**src/rtl/core/sme_pkg.sv**
```systemverilog
// ----------------------------------------------------------------------------
// sme_pkg
// Shared types and constants for the stack machine execution unit: word and
// address widths, opcode and error codes, controller states, and the command
// and status bundles between the controller and the datapath.
// ----------------------------------------------------------------------------
package sme_pkg;

   // Word, program and variable file geometry
   localparam int WORD_W              = 32;
   localparam int PROGRAM_DEPTH       = 4096;
   localparam int IP_W                = $clog2(PROGRAM_DEPTH);
   localparam int VAR_COUNT           = 16;
   localparam int VAR_IDX_W           = $clog2(VAR_COUNT);
   localparam int STACK_DEPTH_DEFAULT = 64;

   typedef logic [WORD_W-1:0] word_type;

   // Instruction opcodes; codes above OP_JF are no-ops
   typedef enum logic [4:0] {
      OP_HALT    = 5'd0,
      OP_CONST   = 5'd1,
      OP_POPVAR  = 5'd2,
      OP_PUSHVAR = 5'd3,
      OP_READ    = 5'd4,
      OP_WRITE   = 5'd5,
      OP_ADD     = 5'd6,
      OP_SUB     = 5'd7,
      OP_MUL     = 5'd8,
      OP_DIV     = 5'd9,
      OP_MOD     = 5'd10,
      OP_EQ      = 5'd11,
      OP_NE      = 5'd12,
      OP_LT      = 5'd13,
      OP_LE      = 5'd14,
      OP_GT      = 5'd15,
      OP_GE      = 5'd16,
      OP_OR      = 5'd17,
      OP_AND     = 5'd18,
      OP_JMP     = 5'd19,
      OP_JT      = 5'd20,
      OP_JF      = 5'd21
   } op_type;

   // Runtime error codes
   typedef enum logic [1:0] {
      ERR_NONE      = 2'd0,
      ERR_UNDERFLOW = 2'd1,
      ERR_DIVZERO   = 2'd2,
      ERR_OVERFLOW  = 2'd3
   } err_type;

   // Controller states
   typedef enum logic [2:0] {
      S_IDLE,
      S_DECODE,
      S_POPB,
      S_POPA,
      S_EXEC,
      S_DIV,
      S_PUSH,
      S_FINISH
   } state_type;

   // Controller to datapath
   typedef struct packed {
      logic start;      // latch the incoming transaction
      logic pop;        // pop one word from the stack
      logic cap_b;      // capture the popped word as operand b
      logic cap_a;      // capture the popped word as operand a
      logic exec;       // execute the instruction
      logic div_start;  // launch the divider
      logic div_cap;    // take the divider result
      logic push;       // push the result word
      logic finish;     // commit the pointer and load the response
   } cmd_type;

   // Datapath to controller
   typedef struct packed {
      logic       running;
      logic [1:0] pop_count;
      logic       needs_push;
      logic       div_op;
      logic       b_zero;
      logic       div_done;
   } status_type;

endpackage

```
**src/rtl/core/sme_div.sv**
```systemverilog
// ----------------------------------------------------------------------------
// sme_div
// Iterative signed divider. Restoring division on magnitudes, one quotient
// bit per cycle, with the signs of quotient and remainder applied at the end.
// ----------------------------------------------------------------------------
module sme_div
   import sme_pkg::*;
(
   input  logic     clock,
   input  logic     reset,
   input  logic     start,
   input  word_type dividend,
   input  word_type divisor,
   output logic     done,
   output word_type quotient,
   output word_type remainder
);

   localparam int CNT_W = $clog2(WORD_W + 1);

   logic             active_ff, active_in;
   logic             done_ff, done_in;
   logic [CNT_W-1:0] count_ff, count_in;
   word_type         rem_ff, rem_in;
   word_type         quo_ff, quo_in;
   word_type         dvs_ff, dvs_in;
   logic             neg_q_ff, neg_q_in;
   logic             neg_r_ff, neg_r_in;

   logic [WORD_W:0]  shifted;
   logic [WORD_W:0]  diff;

   // One restoring step: shift in the next dividend bit, try the subtract
   always_comb begin
      shifted   = {rem_ff, quo_ff[WORD_W-1]};
      diff      = shifted - {1'b0, dvs_ff};
      active_in = active_ff;
      done_in   = 1'b0;
      count_in  = count_ff;
      rem_in    = rem_ff;
      quo_in    = quo_ff;
      dvs_in    = dvs_ff;
      neg_q_in  = neg_q_ff;
      neg_r_in  = neg_r_ff;
      if (start) begin
         active_in = 1'b1;
         count_in  = CNT_W'(WORD_W);
         rem_in    = '0;
         quo_in    = dividend[WORD_W-1] ? (-dividend) : dividend;
         dvs_in    = divisor[WORD_W-1] ? (-divisor) : divisor;
         neg_q_in  = dividend[WORD_W-1] ^ divisor[WORD_W-1];
         neg_r_in  = dividend[WORD_W-1];
      end else if (active_ff) begin
         if (!diff[WORD_W]) begin
            rem_in = diff[WORD_W-1:0];
            quo_in = {quo_ff[WORD_W-2:0], 1'b1};
         end else begin
            rem_in = shifted[WORD_W-1:0];
            quo_in = {quo_ff[WORD_W-2:0], 1'b0};
         end
         count_in = count_ff - CNT_W'(1);
         if (count_ff == CNT_W'(1)) begin
            active_in = 1'b0;
            done_in   = 1'b1;
         end
      end
   end

   // Hold control state under reset, payload free-running
   always_ff @(posedge clock) begin
      if (reset) begin
         active_ff <= 1'b0;
         done_ff   <= 1'b0;
         count_ff  <= '0;
      end else begin
         active_ff <= active_in;
         done_ff   <= done_in;
         count_ff  <= count_in;
      end
      rem_ff   <= rem_in;
      quo_ff   <= quo_in;
      dvs_ff   <= dvs_in;
      neg_q_ff <= neg_q_in;
      neg_r_ff <= neg_r_in;
   end

   // Apply signs; the most negative word over -1 wraps back to itself
   assign done      = done_ff;
   assign quotient  = neg_q_ff ? (-quo_ff) : quo_ff;
   assign remainder = neg_r_ff ? (-rem_ff) : rem_ff;

endmodule

```
**src/rtl/core/sme_dpath.sv**
```systemverilog
// ----------------------------------------------------------------------------
// sme_dpath
// Datapath of the stack machine: operand stack memory, variable file,
// instruction pointer, run flag, error register, ALU, divider and the
// response register. Acts only on commands from the controller.
// ----------------------------------------------------------------------------
module sme_dpath
   import sme_pkg::*;
#(
   parameter int STACK_DEPTH = STACK_DEPTH_DEFAULT
)
(
   input  logic                 clock,
   input  logic                 reset,
   input  cmd_type              cmd,
   output status_type           status,
   input  logic [4:0]           req_opcode,
   input  logic [WORD_W-1:0]    req_immediate,
   input  logic [VAR_IDX_W-1:0] req_variable_index,
   input  logic [IP_W-1:0]      req_jump_target,
   input  logic [WORD_W-1:0]    req_read_value,
   output logic                 rsp_write_valid,
   output logic [WORD_W-1:0]    rsp_write_value,
   output logic [IP_W-1:0]      rsp_next_address,
   output logic                 rsp_running,
   output logic [1:0]           rsp_error_code
);

   localparam int DEPTH_W = $clog2(STACK_DEPTH + 1);
   localparam int ADDR_W  = $clog2(STACK_DEPTH);

   // Latched transaction
   logic [4:0]           opcode_ff;
   word_type             imm_ff;
   logic [VAR_IDX_W-1:0] vidx_ff;
   logic [IP_W-1:0]      target_ff;
   word_type             rval_ff;

   // Architectural and step state
   logic                 executed_ff, executed_in;
   logic                 run_ff, run_in;
   err_type              err_ff, err_in;
   logic [DEPTH_W-1:0]   depth_ff, depth_in;
   logic [IP_W-1:0]      ip_ff, ip_in;
   logic                 pop_hit_ff, pop_hit_in;
   word_type             opa_ff, opa_in;
   word_type             opb_ff, opb_in;
   word_type             result_ff, result_in;
   logic                 take_ff, take_in;
   logic                 wvalid_ff, wvalid_in;
   word_type             wvalue_ff, wvalue_in;
   word_type             var_ff [VAR_COUNT];
   logic                 var_we;

   // Response register
   logic                 rsp_wvalid_ff;
   word_type             rsp_wvalue_ff;
   logic [IP_W-1:0]      rsp_next_ff;
   logic                 rsp_run_ff;
   err_type              rsp_err_ff;

   // Stack memory
   word_type             stack_mem [STACK_DEPTH];
   word_type             rd_data_ff;
   logic                 mem_re;
   logic                 mem_we;
   logic [DEPTH_W-1:0]   depth_m1;
   logic [ADDR_W-1:0]    pop_addr;
   logic [ADDR_W-1:0]    push_addr;
   logic                 stack_empty;
   logic                 stack_full;
   word_type             popped;

   // Divider and ALU
   logic                 div_done;
   word_type             div_q;
   word_type             div_r;
   word_type             alu_out;
   logic [IP_W-1:0]      ip_next;

   sme_div u_div (
      .clock     (clock),
      .reset     (reset),
      .start     (cmd.div_start),
      .dividend  (opa_ff),
      .divisor   (opb_ff),
      .done      (div_done),
      .quotient  (div_q),
      .remainder (div_r)
   );

   assign depth_m1    = depth_ff - DEPTH_W'(1);
   assign pop_addr    = depth_m1[ADDR_W-1:0];
   assign push_addr   = depth_ff[ADDR_W-1:0];
   assign stack_empty = (depth_ff == '0);
   assign stack_full  = (depth_ff >= DEPTH_W'(STACK_DEPTH));
   assign popped      = pop_hit_ff ? rd_data_ff : '0;
   assign mem_re      = cmd.pop && !stack_empty;
   assign mem_we      = cmd.push && !stack_full;

   // Decode how many pops and whether a push follows
   always_comb begin
      status.pop_count  = 2'd0;
      status.needs_push = 1'b0;
      status.div_op     = 1'b0;
      unique case (opcode_ff) inside
         OP_CONST, OP_PUSHVAR, OP_READ: begin
            status.needs_push = 1'b1;
         end
         OP_POPVAR, OP_WRITE, OP_JT, OP_JF: begin
            status.pop_count = 2'd1;
         end
         OP_ADD, OP_SUB, OP_MUL, OP_EQ, OP_NE, OP_LT, OP_LE, OP_GT, OP_GE,
         OP_OR, OP_AND: begin
            status.pop_count  = 2'd2;
            status.needs_push = 1'b1;
         end
         OP_DIV, OP_MOD: begin
            status.pop_count  = 2'd2;
            status.needs_push = 1'b1;
            status.div_op     = 1'b1;
         end
         default: begin
         end
      endcase
      status.running  = run_ff;
      status.b_zero   = (opb_ff == '0);
      status.div_done = div_done;
   end

   // Binary operations other than divide
   always_comb begin
      unique case (opcode_ff) inside
         OP_ADD:  alu_out = opa_ff + opb_ff;
         OP_SUB:  alu_out = opa_ff - opb_ff;
         OP_MUL:  alu_out = opa_ff * opb_ff;
         OP_EQ:   alu_out = WORD_W'(opa_ff == opb_ff);
         OP_NE:   alu_out = WORD_W'(opa_ff != opb_ff);
         OP_LT:   alu_out = WORD_W'($signed(opa_ff) <  $signed(opb_ff));
         OP_LE:   alu_out = WORD_W'($signed(opa_ff) <= $signed(opb_ff));
         OP_GT:   alu_out = WORD_W'($signed(opa_ff) >  $signed(opb_ff));
         OP_GE:   alu_out = WORD_W'($signed(opa_ff) >= $signed(opb_ff));
         OP_OR:   alu_out = WORD_W'((opa_ff != '0) || (opb_ff != '0));
         OP_AND:  alu_out = WORD_W'((opa_ff != '0) && (opb_ff != '0));
         default: alu_out = '0;
      endcase
   end

   assign ip_next = take_ff ? target_ff : (ip_ff + IP_W'(1));

   // Next values of the step state
   always_comb begin
      executed_in = executed_ff;
      run_in      = run_ff;
      err_in      = err_ff;
      depth_in    = depth_ff;
      ip_in       = ip_ff;
      pop_hit_in  = pop_hit_ff;
      opa_in      = opa_ff;
      opb_in      = opb_ff;
      result_in   = result_ff;
      take_in     = take_ff;
      wvalid_in   = wvalid_ff;
      wvalue_in   = wvalue_ff;
      var_we      = 1'b0;

      // Open a new transaction
      if (cmd.start) begin
         executed_in = run_ff;
         err_in      = ERR_NONE;
         take_in     = 1'b0;
         wvalid_in   = 1'b0;
         wvalue_in   = '0;
      end

      // Pop; an empty stack yields zero and halts
      if (cmd.pop) begin
         if (stack_empty) begin
            pop_hit_in = 1'b0;
            run_in     = 1'b0;
            if (err_ff == ERR_NONE) begin
               err_in = ERR_UNDERFLOW;
            end
         end else begin
            pop_hit_in = 1'b1;
            depth_in   = depth_m1;
         end
      end

      if (cmd.cap_b) begin
         opb_in = popped;
      end
      if (cmd.cap_a) begin
         opa_in = popped;
      end

      // Execute
      if (cmd.exec) begin
         unique case (opcode_ff) inside
            OP_HALT:    run_in    = 1'b0;
            OP_CONST:   result_in = imm_ff;
            OP_READ:    result_in = rval_ff;
            OP_PUSHVAR: result_in = var_ff[vidx_ff];
            OP_POPVAR:  var_we    = 1'b1;
            OP_WRITE: begin
               wvalid_in = 1'b1;
               wvalue_in = opb_ff;
            end
            OP_JMP:     take_in   = 1'b1;
            OP_JT:      take_in   = (opb_ff != '0);
            OP_JF:      take_in   = (opb_ff == '0);
            OP_DIV, OP_MOD: begin
               // only reached here with a zero divisor
               result_in = '0;
               run_in    = 1'b0;
               if (err_ff == ERR_NONE) begin
                  err_in = ERR_DIVZERO;
               end
            end
            default:    result_in = alu_out;
         endcase
      end

      if (cmd.div_cap) begin
         result_in = (opcode_ff == OP_DIV) ? div_q : div_r;
      end

      // Push; a full stack drops the word and halts
      if (cmd.push) begin
         if (stack_full) begin
            run_in = 1'b0;
            if (err_ff == ERR_NONE) begin
               err_in = ERR_OVERFLOW;
            end
         end else begin
            depth_in = depth_ff + DEPTH_W'(1);
         end
      end

      // Advance the pointer on executed steps only
      if (cmd.finish && executed_ff) begin
         ip_in = ip_next;
      end
   end

   // Control and architectural state
   always_ff @(posedge clock) begin
      if (reset) begin
         executed_ff <= 1'b0;
         run_ff      <= 1'b1;
         err_ff      <= ERR_NONE;
         depth_ff    <= '0;
         ip_ff       <= '0;
         for (int i = 0; i < VAR_COUNT; i++) begin
            var_ff[i] <= '0;
         end
      end else begin
         executed_ff <= executed_in;
         run_ff      <= run_in;
         err_ff      <= err_in;
         depth_ff    <= depth_in;
         ip_ff       <= ip_in;
         if (var_we) begin
            var_ff[vidx_ff] <= opb_ff;
         end
      end
   end

   // Payload registers
   always_ff @(posedge clock) begin
      if (cmd.start) begin
         opcode_ff <= req_opcode;
         imm_ff    <= req_immediate;
         vidx_ff   <= req_variable_index;
         target_ff <= req_jump_target;
         rval_ff   <= req_read_value;
      end
      pop_hit_ff <= pop_hit_in;
      opa_ff     <= opa_in;
      opb_ff     <= opb_in;
      result_ff  <= result_in;
      take_ff    <= take_in;
      wvalid_ff  <= wvalid_in;
      wvalue_ff  <= wvalue_in;
   end

   // Operand stack
   always_ff @(posedge clock) begin
      if (mem_we) begin
         stack_mem[push_addr] <= result_ff;
      end
      if (mem_re) begin
         rd_data_ff <= stack_mem[pop_addr];
      end
   end

   // Load the response; a halted step reports the held pointer only
   always_ff @(posedge clock) begin
      if (cmd.finish) begin
         if (executed_ff) begin
            rsp_wvalid_ff <= wvalid_ff;
            rsp_wvalue_ff <= wvalue_ff;
            rsp_next_ff   <= ip_next;
            rsp_run_ff    <= run_ff;
            rsp_err_ff    <= err_ff;
         end else begin
            rsp_wvalid_ff <= 1'b0;
            rsp_wvalue_ff <= '0;
            rsp_next_ff   <= ip_ff;
            rsp_run_ff    <= 1'b0;
            rsp_err_ff    <= ERR_NONE;
         end
      end
   end

   assign rsp_write_valid  = rsp_wvalid_ff;
   assign rsp_write_value  = rsp_wvalue_ff;
   assign rsp_next_address = rsp_next_ff;
   assign rsp_running      = rsp_run_ff;
   assign rsp_error_code   = rsp_err_ff;

endmodule

```
**src/rtl/core/sme_ctrl.sv**
```systemverilog
// ----------------------------------------------------------------------------
// sme_ctrl
// Controller of the stack machine: sequences decode, pops, execute, divide,
// push and commit for each transaction, and owns the response valid flag.
// ----------------------------------------------------------------------------
module sme_ctrl
   import sme_pkg::*;
(
   input  logic       clock,
   input  logic       reset,
   input  logic       req_valid,
   output logic       req_stall,
   output logic       rsp_valid,
   input  logic       rsp_stall,
   input  status_type status,
   output cmd_type    cmd
);

   state_type state_ff, state_in;
   logic      rsp_valid_ff, rsp_valid_in;
   logic      out_free;
   logic      div_needed;

   assign out_free   = !rsp_valid_ff || !rsp_stall;
   assign div_needed = status.div_op && !status.b_zero;

   // Next state
   always_comb begin
      state_in = state_ff;
      unique case (state_ff)
         S_IDLE: begin
            if (req_valid) begin
               state_in = S_DECODE;
            end
         end
         S_DECODE: begin
            if (!status.running) begin
               state_in = S_FINISH;
            end else if (status.pop_count != 2'd0) begin
               state_in = S_POPB;
            end else begin
               state_in = S_EXEC;
            end
         end
         S_POPB: begin
            state_in = (status.pop_count == 2'd2) ? S_POPA : S_EXEC;
         end
         S_POPA: begin
            state_in = S_EXEC;
         end
         S_EXEC: begin
            if (div_needed) begin
               state_in = S_DIV;
            end else if (status.needs_push) begin
               state_in = S_PUSH;
            end else begin
               state_in = S_FINISH;
            end
         end
         S_DIV: begin
            if (status.div_done) begin
               state_in = S_PUSH;
            end
         end
         S_PUSH: begin
            state_in = S_FINISH;
         end
         S_FINISH: begin
            if (out_free) begin
               state_in = S_IDLE;
            end
         end
         default: begin
            state_in = S_IDLE;
         end
      endcase
   end

   // Commands
   always_comb begin
      cmd       = '0;
      req_stall = 1'b1;
      unique case (state_ff)
         S_IDLE: begin
            req_stall = 1'b0;
            cmd.start = req_valid;
         end
         S_DECODE: begin
            cmd.pop = status.running && (status.pop_count != 2'd0);
         end
         S_POPB: begin
            cmd.cap_b = 1'b1;
            cmd.pop   = (status.pop_count == 2'd2);
         end
         S_POPA: begin
            cmd.cap_a = 1'b1;
         end
         S_EXEC: begin
            cmd.exec      = !div_needed;
            cmd.div_start = div_needed;
         end
         S_DIV: begin
            cmd.div_cap = status.div_done;
         end
         S_PUSH: begin
            cmd.push = 1'b1;
         end
         S_FINISH: begin
            cmd.finish = out_free;
         end
         default: begin
         end
      endcase
   end

   // Hold the response until taken
   always_comb begin
      rsp_valid_in = rsp_valid_ff && rsp_stall;
      if (cmd.finish) begin
         rsp_valid_in = 1'b1;
      end
   end

   always_ff @(posedge clock) begin
      if (reset) begin
         state_ff     <= S_IDLE;
         rsp_valid_ff <= 1'b0;
      end else begin
         state_ff     <= state_in;
         rsp_valid_ff <= rsp_valid_in;
      end
   end

   assign rsp_valid = rsp_valid_ff;

endmodule

```
**src/rtl/core/stack_machine_execute.sv**
```systemverilog
// ----------------------------------------------------------------------------
// stack_machine_execute
// Executes one decoded stack machine instruction per transaction and returns
// one response with the write output, next pointer, run flag and error code.
// ----------------------------------------------------------------------------
// One transaction is in flight at a time. After the accept, an instruction
// passes decode, up to two pops, execute, the divider for div and mod with a
// nonzero divisor, a push if it has a result, and commit; a halted machine
// goes from decode to commit. Halt, jmp and the no-op codes touch no stack;
// const, pushvar and read push once, popvar, write, jt and jf pop once, and
// binary operations pop twice and push. The iterative divider, one quotient
// bit per cycle, makes div and mod the slowest. The commit step waits while
// the previous response is stalled. Each pop reads the stack memory through
// its registered read port, one word per cycle. A new transaction is taken
// while the previous response still waits in the output register. The stack
// memory needs no clearing after reset; the variable file clears at reset.
module stack_machine_execute
   import sme_pkg::*;
#(
   parameter int STACK_DEPTH = STACK_DEPTH_DEFAULT
)
(
   input  logic                 clock,
   input  logic                 reset,
   input  logic                 req_valid,
   output logic                 req_stall,
   input  logic [4:0]           req_opcode,
   input  logic [WORD_W-1:0]    req_immediate,
   input  logic [VAR_IDX_W-1:0] req_variable_index,
   input  logic [IP_W-1:0]      req_jump_target,
   input  logic [WORD_W-1:0]    req_read_value,
   output logic                 rsp_valid,
   input  logic                 rsp_stall,
   output logic                 rsp_write_valid,
   output logic [WORD_W-1:0]    rsp_write_value,
   output logic [IP_W-1:0]      rsp_next_address,
   output logic                 rsp_running,
   output logic [1:0]           rsp_error_code
);

   cmd_type    cmd;
   status_type status;

   sme_ctrl u_ctrl (
      .clock     (clock),
      .reset     (reset),
      .req_valid (req_valid),
      .req_stall (req_stall),
      .rsp_valid (rsp_valid),
      .rsp_stall (rsp_stall),
      .status    (status),
      .cmd       (cmd)
   );

   sme_dpath #(
      .STACK_DEPTH (STACK_DEPTH)
   ) u_dpath (
      .clock              (clock),
      .reset              (reset),
      .cmd                (cmd),
      .status             (status),
      .req_opcode         (req_opcode),
      .req_immediate      (req_immediate),
      .req_variable_index (req_variable_index),
      .req_jump_target    (req_jump_target),
      .req_read_value     (req_read_value),
      .rsp_write_valid    (rsp_write_valid),
      .rsp_write_value    (rsp_write_value),
      .rsp_next_address   (rsp_next_address),
      .rsp_running        (rsp_running),
      .rsp_error_code     (rsp_error_code)
   );

endmodule

```
**config.mk**
```make
export PLATFORM = sky130hd
export DESIGN_NAME = stack_machine_execute
export DESIGN_NICKNAME = d
export VERILOG_FILES = /design/src/rtl/core/sme_pkg.sv /design/src/rtl/core/sme_div.sv /design/src/rtl/core/sme_dpath.sv /design/src/rtl/core/sme_ctrl.sv /design/src/rtl/core/stack_machine_execute.sv
export SDC_FILE = /design/constraint.sdc
export NUM_CORES = 2
export LEC_CHECK = 0
export BUFFER_PORTS_ARGS = -buffer_cell sky130_fd_sc_hd__buf_2
export CORE_MARGIN = 2
export CORE_UTILIZATION = 30
export CTS_CLUSTER_SIZE = 28
export DETAILED_ROUTE_END_ITERATION = 8
export PLACE_DENSITY = 0.51
export SLEW_MARGIN = 15
export SYNTH_ARGS = -nofsm -noshare
export SYNTH_HDL_FRONTEND = slang
export SYNTH_SLANG_ARGS = --single-unit
```
**constraint.sdc**
```tcl
create_clock -name clock -period 8.8 [get_ports clock]
set_input_delay 0.44 -clock clock [delete_from_list [all_inputs] [get_ports clock]]
set_output_delay 0.44 -clock clock [all_outputs]
set_load 0.05 [all_outputs]
```
* Word-level counts from Yosys, hierarchy flattened
Memories as Yosys holds them, arrays and structs flattened. A register that Yosys moved wholly into a read port is not among the register bits.
Cells that the tools add are included.
** Storage, ports and cells
- Bits in registers :: 397
- Output and inout port bits :: 50
- Logic and storage cells :: 214
- Bits in writable memories :: 2560
- Bits of input ports :: 89
- Memories :: 2
** Operators by class
- Reductions and logical operators :: 36
- Add/subtract/negate cells :: 11
- Bitwise gates (word level) :: 2
- Multipliers :: 1
- $lt $le $gt $ge :: 5
- Eq/ne operators :: 36
- Muxes and demuxes :: 87
** Memories
- u_dpath.stack_mem :: words 64, bits a word 32, read ports 1, clocked after Yosys merged registers in 1, wr ports 1, RTL line sme_dpath.sv:63 : word_type stack_mem [STACK_DEPTH];
- u_dpath.var_ff :: words 16, bits a word 32, read ports 1, clocked after Yosys merged registers in 1, wr ports 16, RTL line sme_dpath.sv:52 : word_type var_ff [VAR_COUNT];
** Operator list (count)
- $mux 32 :: 14
- $pmux 32 s11 :: 1
- $pmux 32 s5 :: 1
- $neg 32->32 :: 4
- $reduce_bool 32->1 :: 2
- $eq 5x4->1 const B :: 8
- $mux 1 :: 38
- $sub 33x32->33 :: 1
- $add 32x32->32 :: 1
- $eq 32x32->1 :: 1
- $ge 32x32->1 :: 1
- $gt 32x32->1 :: 1
- $le 32x32->1 :: 1
- $logic_not 32->1 :: 1
- $lt 32x32->1 :: 1
- $mul 32x32->32 :: 1
- $ne 32x32->1 :: 1
- $reduce_or 32->1 :: 1
- $sub 32x32->32 :: 1
- $mux 31 :: 1
- $eq 5x5->1 const B :: 6
- $mux 7 :: 4
- $mux 12 :: 2
- $pmux 3 s8 :: 1
- other kinds (40) :: 84

* Longest topological paths before layout
- Depth in word-level cells :: 13
- Depth in mapped cells :: 28
- Gate-level depth less buffers :: 26

* Hierarchy
From an unflattened synthesis, not the netlist that was laid out.
** Second synthesis, totals
- Cells, all modules :: 8821
- Area total of the unflattened synthesis :: 141747.2 µm²
** By module, submodules not included
- sme_dpath :: seq. area each 85962.4 µm², cells an instance 7724, area an instance 132562.1 µm², instances 1
- sme_div :: seq. area each 2782.7 µm², cells an instance 1046, area an instance 8794.7 µm², instances 1
- sme_ctrl :: seq. area each 80.1 µm², cells an instance 51, area an instance 390.4 µm², instances 1

* Worst setup path before layout
No wires, ideal clock.
- Kind :: reg-to-reg
- Start :: register u_dpath.opa_ff[16]
- End :: register u_dpath.result_ff[31] (data pin)
- Setup time :: 261 ps
- Cell stages (with the launch flop) :: 26
- Buffers on the path :: 3
- Period minus slack after synthesis :: 7344 ps
- Path slack :: 1456 ps
- Arrival :: 7083 ps
- Data required time :: 8539 ps
- Path through :: edfxtp_1 > clkbuf_1 > clkbuf_1 > and2_1 > fa_1 > fa_1 > fa_1 > inv_1 > fa_1 > inv_1 > fa_1 > fa_1 > fa_1 > fa_1 > ha_1 > clkbuf_1 > a21o_1 > a21oi_1 > o21bai_1 > a221o_1 > a32oi_1 > a21oi_1 > a31oi_1 > xnor2_1 > nor2_1 > o32a_1
** On the way
- Longest elaborated chain between the ends :: 5
- Elaborated cells on any way between the ends :: 7
- Classes of those cells :: add/sub (2); mul (1); mux (4)
** RTL lines
- start, declared :: RTL line sme_dpath.sv:46 : word_type opa_ff, opa_in;
- start signal, assigned :: RTL line sme_dpath.sv:279 : opa_ff <= opa_in;
- $mul 32x32->32, or another cell as far along :: RTL line sme_dpath.sv:136 : OP_MUL: alu_out = opa_ff * opb_ff;
- $pmux 32 s11 (*) :: RTL line sme_dpath.sv:133 : unique case (opcode_ff) inside
- $pmux 32 s5 (*) :: RTL line sme_dpath.sv:199 : unique case (opcode_ff) inside
- $mux 32 (*) :: RTL line sme_dpath.sv:198 : if (cmd.exec) begin
- $mux 32 (*) :: RTL line sme_dpath.sv:224 : if (cmd.div_cap) begin
- net u_dpath.result_in[31] :: RTL line sme_dpath.sv:48 : word_type result_ff, result_in;
- end signal, assigned :: RTL line sme_dpath.sv:281 : result_ff <= result_in;
- end, declared :: RTL line sme_dpath.sv:48
The timed path passes the listed nets; every way through them passes the cells marked *. The select of a mux whose other input is x is not followed.
A chain may end at the register's enable or synchronous reset.

* Worst setup path in the final report
- Start :: register u_dpath.opa_ff[9]
- End :: register u_dpath.result_ff[31] (data pin)
The elaborated chain is that of the path after synthesis.

==> metrics.log <==
INFO  metric largest-register = u_dpath.stack_mem
INFO  metric drc = 0
INFO  metric h_tree_depth = 5
INFO  metric routed-via-count = approximately 81000
INFO  metric groute.usage.overall = 0.185
INFO  metric clock_transition_time_at_the_flip_flop_clock_pins_of_the_worst_setup_and_hold_paths = 70 ps
INFO  metric worst_path_most_repeated_cell = sky130_fd_sc_hd__fa_1
INFO  metric area_delta_synth_final = 15.1%
INFO  metric port_buffers = 138
INFO  metric synth.cells.most_frequent = sky130_fd_sc_hd__edfxtp_1, sky130_fd_sc_hd__mux4_2, sky130_fd_sc_hd__clkbuf_1
INFO  metric finalWeightedCongestion = 0.931
INFO  metric synth_most_common_cell = sky130_fd_sc_hd__edfxtp_1
INFO  metric rsz0062_at_grt = no
INFO  metric numCtsBuffers = 332
INFO  metric gr-total-overflow = 0
INFO  metric postRouteAntennaNets = 0
INFO  metric n_fill_cell = 44400
INFO  metric critical_path_buf_inv_count = 5
INFO  metric drt_first_pass_iters = 6
INFO  metric post_synth_num_cell_types = 88
INFO  metric critPathRequiredTime = 9500 ps
INFO  metric reg_top3 = u_dpath.stack_mem (2048), u_dpath.var_ff (512)
INFO  metric die-area = 0.476 sq mm
INFO  metric maxSlewHeadroom = 0.172
INFO  metric avgSynthCellArea = 16.3 sq um
INFO  metric class_of_the_worst_hold_path = input port to flop
INFO  metric synthDominantCellAreaShare = 0.614
INFO  metric top_level_ports = roughly 140
INFO  metric tightestPinTransition = between 1000 and 1500 ps
INFO  metric clockBufferDepth = 4
INFO  metric synthTopCellsByArea = sky130_fd_sc_hd__edfxtp_1, sky130_fd_sc_hd__mux4_2, sky130_fd_sc_hd__fa_1
INFO  metric die_x = 690 um
INFO  metric clock_tree_from_tritoncts = yes
INFO  metric initial_antenna_violation_count = 23
INFO  metric finalSetupViolations = 0
INFO  metric cts.sink_count = about 3000
INFO  metric first_pass_grt_wire_length = 635 mm
INFO  metric crit_path_max_incr_delay = 860 ps
INFO  metric mappedNetlistNets = 9410
INFO  metric synth_sequential_area_ratio = 0.629
INFO  metric critPathKind = flop to flop
INFO  metric number_of_flops_mapped_to_enable_cells_by_yosys = 2888
INFO  metric critPathLaunchType = flop
INFO  metric timing_hold_violations_final = 0
INFO  metric timing.critical_path.arrival = 8780 ps
INFO  metric drt_wl_total = around 450 mm
INFO  metric register_area = 0.0888 sq mm
INFO  metric path_delay_family = adder cells
INFO  metric timing.final.max_slew_violations = 0
INFO  metric core_area = roughly 0.47 sq mm
INFO  metric buffer_cell_driving_the_clock_tree_root = sky130_fd_sc_hd__clkbuf_16
INFO  metric share_of_async_settable_or_async_resettable_flops_after_synthesis = 0
INFO  metric postSynthRegisterBits = 2993
INFO  metric largest_reg_flops = 2048
INFO  metric cts.repair.resized = 0
INFO  metric drive_above_1_share = 0.219
INFO  metric max_freq = 124 MHz
INFO  metric yosysWarningCount = 0
INFO  metric wl_per_cell = approximately 29 um
INFO  metric fin_crit_sh = 0.918
INFO  metric max-cap-violations = 0
INFO  metric grt_start_max_net_pins = 139
INFO  metric endpoint_kind = flop
INFO  metric synth_flop_cell = sky130_fd_sc_hd__edfxtp_1
INFO  metric synth_instances = 8682
INFO  metric multi_input_comb_area = slightly below 0.05 sq mm
INFO  metric clock_skew = 87.4 ps
INFO  metric worst_path_max_delay_cell = sky130_fd_sc_hd__edfxtp_1
INFO  metric layout_min_cycle_time = 8080 ps
INFO  metric die_y = about 690 um
INFO  metric synth.largest_area_cell = sky130_fd_sc_hd__edfxtp_1
INFO  metric crit_path_max_fanout = 17
INFO  metric grt_pass1_vias = 82900
INFO  metric outcome = finished clean
INFO  metric num-nets-final = a little under 10000
INFO  metric placementRows = 251
INFO  metric totalNegativeSetupSlack = 0 ps
INFO  metric drt-vias-per-instance = roughly 5.2
INFO  metric worstSkewPairLatency = just under 1000 ps
INFO  metric drt_iter0_drc = 8513
INFO  metric synth_area = 0.141 sq mm
INFO  metric dp_hpwl = 280 mm
INFO  metric initial_utilization = 0.302
==> cell families (layout without fill, tap and decap cells) <==
| family | count (synthesis) | in the layout | synth area share |
|---|---|---|---|
| simple gates | 1926 | 1926 | 0.0711 |
| other cells | 0 | 20 | 0 |
| fa+ha+maj | 639 | 639 | 0.0785 |
| flops | 2993 | 2993 | 0.629 |
| mux | 872 | 872 | 0.136 |
| buf+inv | 1132 | 1685 | 0.0306 |
| xor+xnor | 246 | 246 | 0.0153 |
| compound gates | 874 | 874 | 0.0401 |
==> per-stage QoR <==
stage	cells	util	area (sq um)	hold WS (ps)	worst slack, ps
2_1_floorplan	8682	-	141000	419	1460
3_3_place_gp	14700	0.323	151000	426	749
3_5_place_dp	14700	0.323	151000	445	736
4_1_cts	15400	0.347	163000	71.4	736
5_1_grt	15400	0.347	163000	139	380
6_report	15500	0.347	163000	177	721
==> routing by layer <==
layer  routed length, um  track usage  vias to the layer above  part of all wire
met5                   8            0                        -          0.000018
met4               16000       0.0596                        2             0.035
met3               29400       0.0308                      633             0.065
met2              217000        0.304                     3032              0.48
met1              189000        0.249                    43400              0.42
li1                    -            -                    34000                 -
==> worst paths after layout <==
check | from | to | slack (ps) | cells past startpoint
setup reg to reg | u_dpath.opa_ff[9] | u_dpath.result_ff[31] | 720 | 25
hold reg to reg | u_dpath.wvalid_ff | u_dpath.wvalid_ff | 450 | 1
hold / removal | req_jump_target[10] | u_dpath.target_ff[10] | 180 | 2
setup / recovery | u_dpath.opa_ff[9] | u_dpath.result_ff[31] | 720 | 25
==> cell type report <==
type | instances | share of cell area
sequential | 2993 | 0.547
multi-input combinational | 4557 | 0.301
inverter | 512 | 0.0118
timing repair buffer | 562 | 0.0268
clock inverter | 210 | 0.0120
antenna | 20 | 0.000308
clock buffer | 401 | 0.0537
tap | 6198 | 0.0477
==> repair_timing <==
| action | in CTS | in global routing |
|---|---|---|
| hold endpoints to repair | 100 | 0 |
| buffers inserted | 0 | 0 |
| hold buffers | 88 | 0 |
==> worst reg2reg max path: stages (launching register included) <==
cell and delay [ps]:
sky130_fd_sc_hd__edfxtp_1 860, sky130_fd_sc_hd__ha_1 380, sky130_fd_sc_hd__inv_1 120, sky130_fd_sc_hd__fa_1 400, sky130_fd_sc_hd__inv_1 90, sky130_fd_sc_hd__fa_1 430, sky130_fd_sc_hd__fa_1 530, sky130_fd_sc_hd__inv_1 50
sky130_fd_sc_hd__fa_1 470, sky130_fd_sc_hd__inv_1 60, sky130_fd_sc_hd__fa_1 500, sky130_fd_sc_hd__fa_1 590, sky130_fd_sc_hd__fa_1 430, sky130_fd_sc_hd__fa_1 450, sky130_fd_sc_hd__ha_1 400, sky130_fd_sc_hd__nand2_1 130
sky130_fd_sc_hd__or3_1 390, sky130_fd_sc_hd__o211ai_1 150, sky130_fd_sc_hd__a221o_1 190, sky130_fd_sc_hd__a32oi_1 60, sky130_fd_sc_hd__buf_4 200, sky130_fd_sc_hd__a21oi_1 250, sky130_fd_sc_hd__a31oi_1 150, sky130_fd_sc_hd__xnor2_1 170
sky130_fd_sc_hd__nor2_1 60, sky130_fd_sc_hd__o32a_1 350
==> cells in the final DEF (no fill, tap or decap), types with 67 or more instances in the layout <==
| cell type | instances |
|---|---|
| sky130_fd_sc_hd__clkinv_1 | 106 |
| sky130_fd_sc_hd__nor3_2 | 79 |
| sky130_fd_sc_hd__xor2_1 | 82 |
| sky130_fd_sc_hd__buf_2 | 138 |
| sky130_fd_sc_hd__and2_1 | 332 |
| sky130_fd_sc_hd__a21oi_1 | 208 |
| sky130_fd_sc_hd__nor4_1 | 140 |
| sky130_fd_sc_hd__ha_1 | 227 |
| sky130_fd_sc_hd__clkbuf_16 | 336 |
| sky130_fd_sc_hd__edfxtp_1 | 2888 |
| sky130_fd_sc_hd__xnor2_1 | 160 |
| sky130_fd_sc_hd__nor3_1 | 358 |
| sky130_fd_sc_hd__nor2_1 | 223 |
| sky130_fd_sc_hd__mux4_2 | 832 |
| sky130_fd_sc_hd__fa_1 | 411 |
| sky130_fd_sc_hd__nand2_1 | 469 |
| sky130_fd_sc_hd__inv_1 | 482 |
| sky130_fd_sc_hd__nor2_4 | 67 |
| sky130_fd_sc_hd__buf_4 | 315 |
| sky130_fd_sc_hd__o21ai_0 | 229 |
| sky130_fd_sc_hd__dlygate4sd3_1 | 88 |
| sky130_fd_sc_hd__dfxtp_1 | 98 |
Power is not shown: default switching activity piles up to over one toggle a cycle in this logic, so the estimate is an artifact.
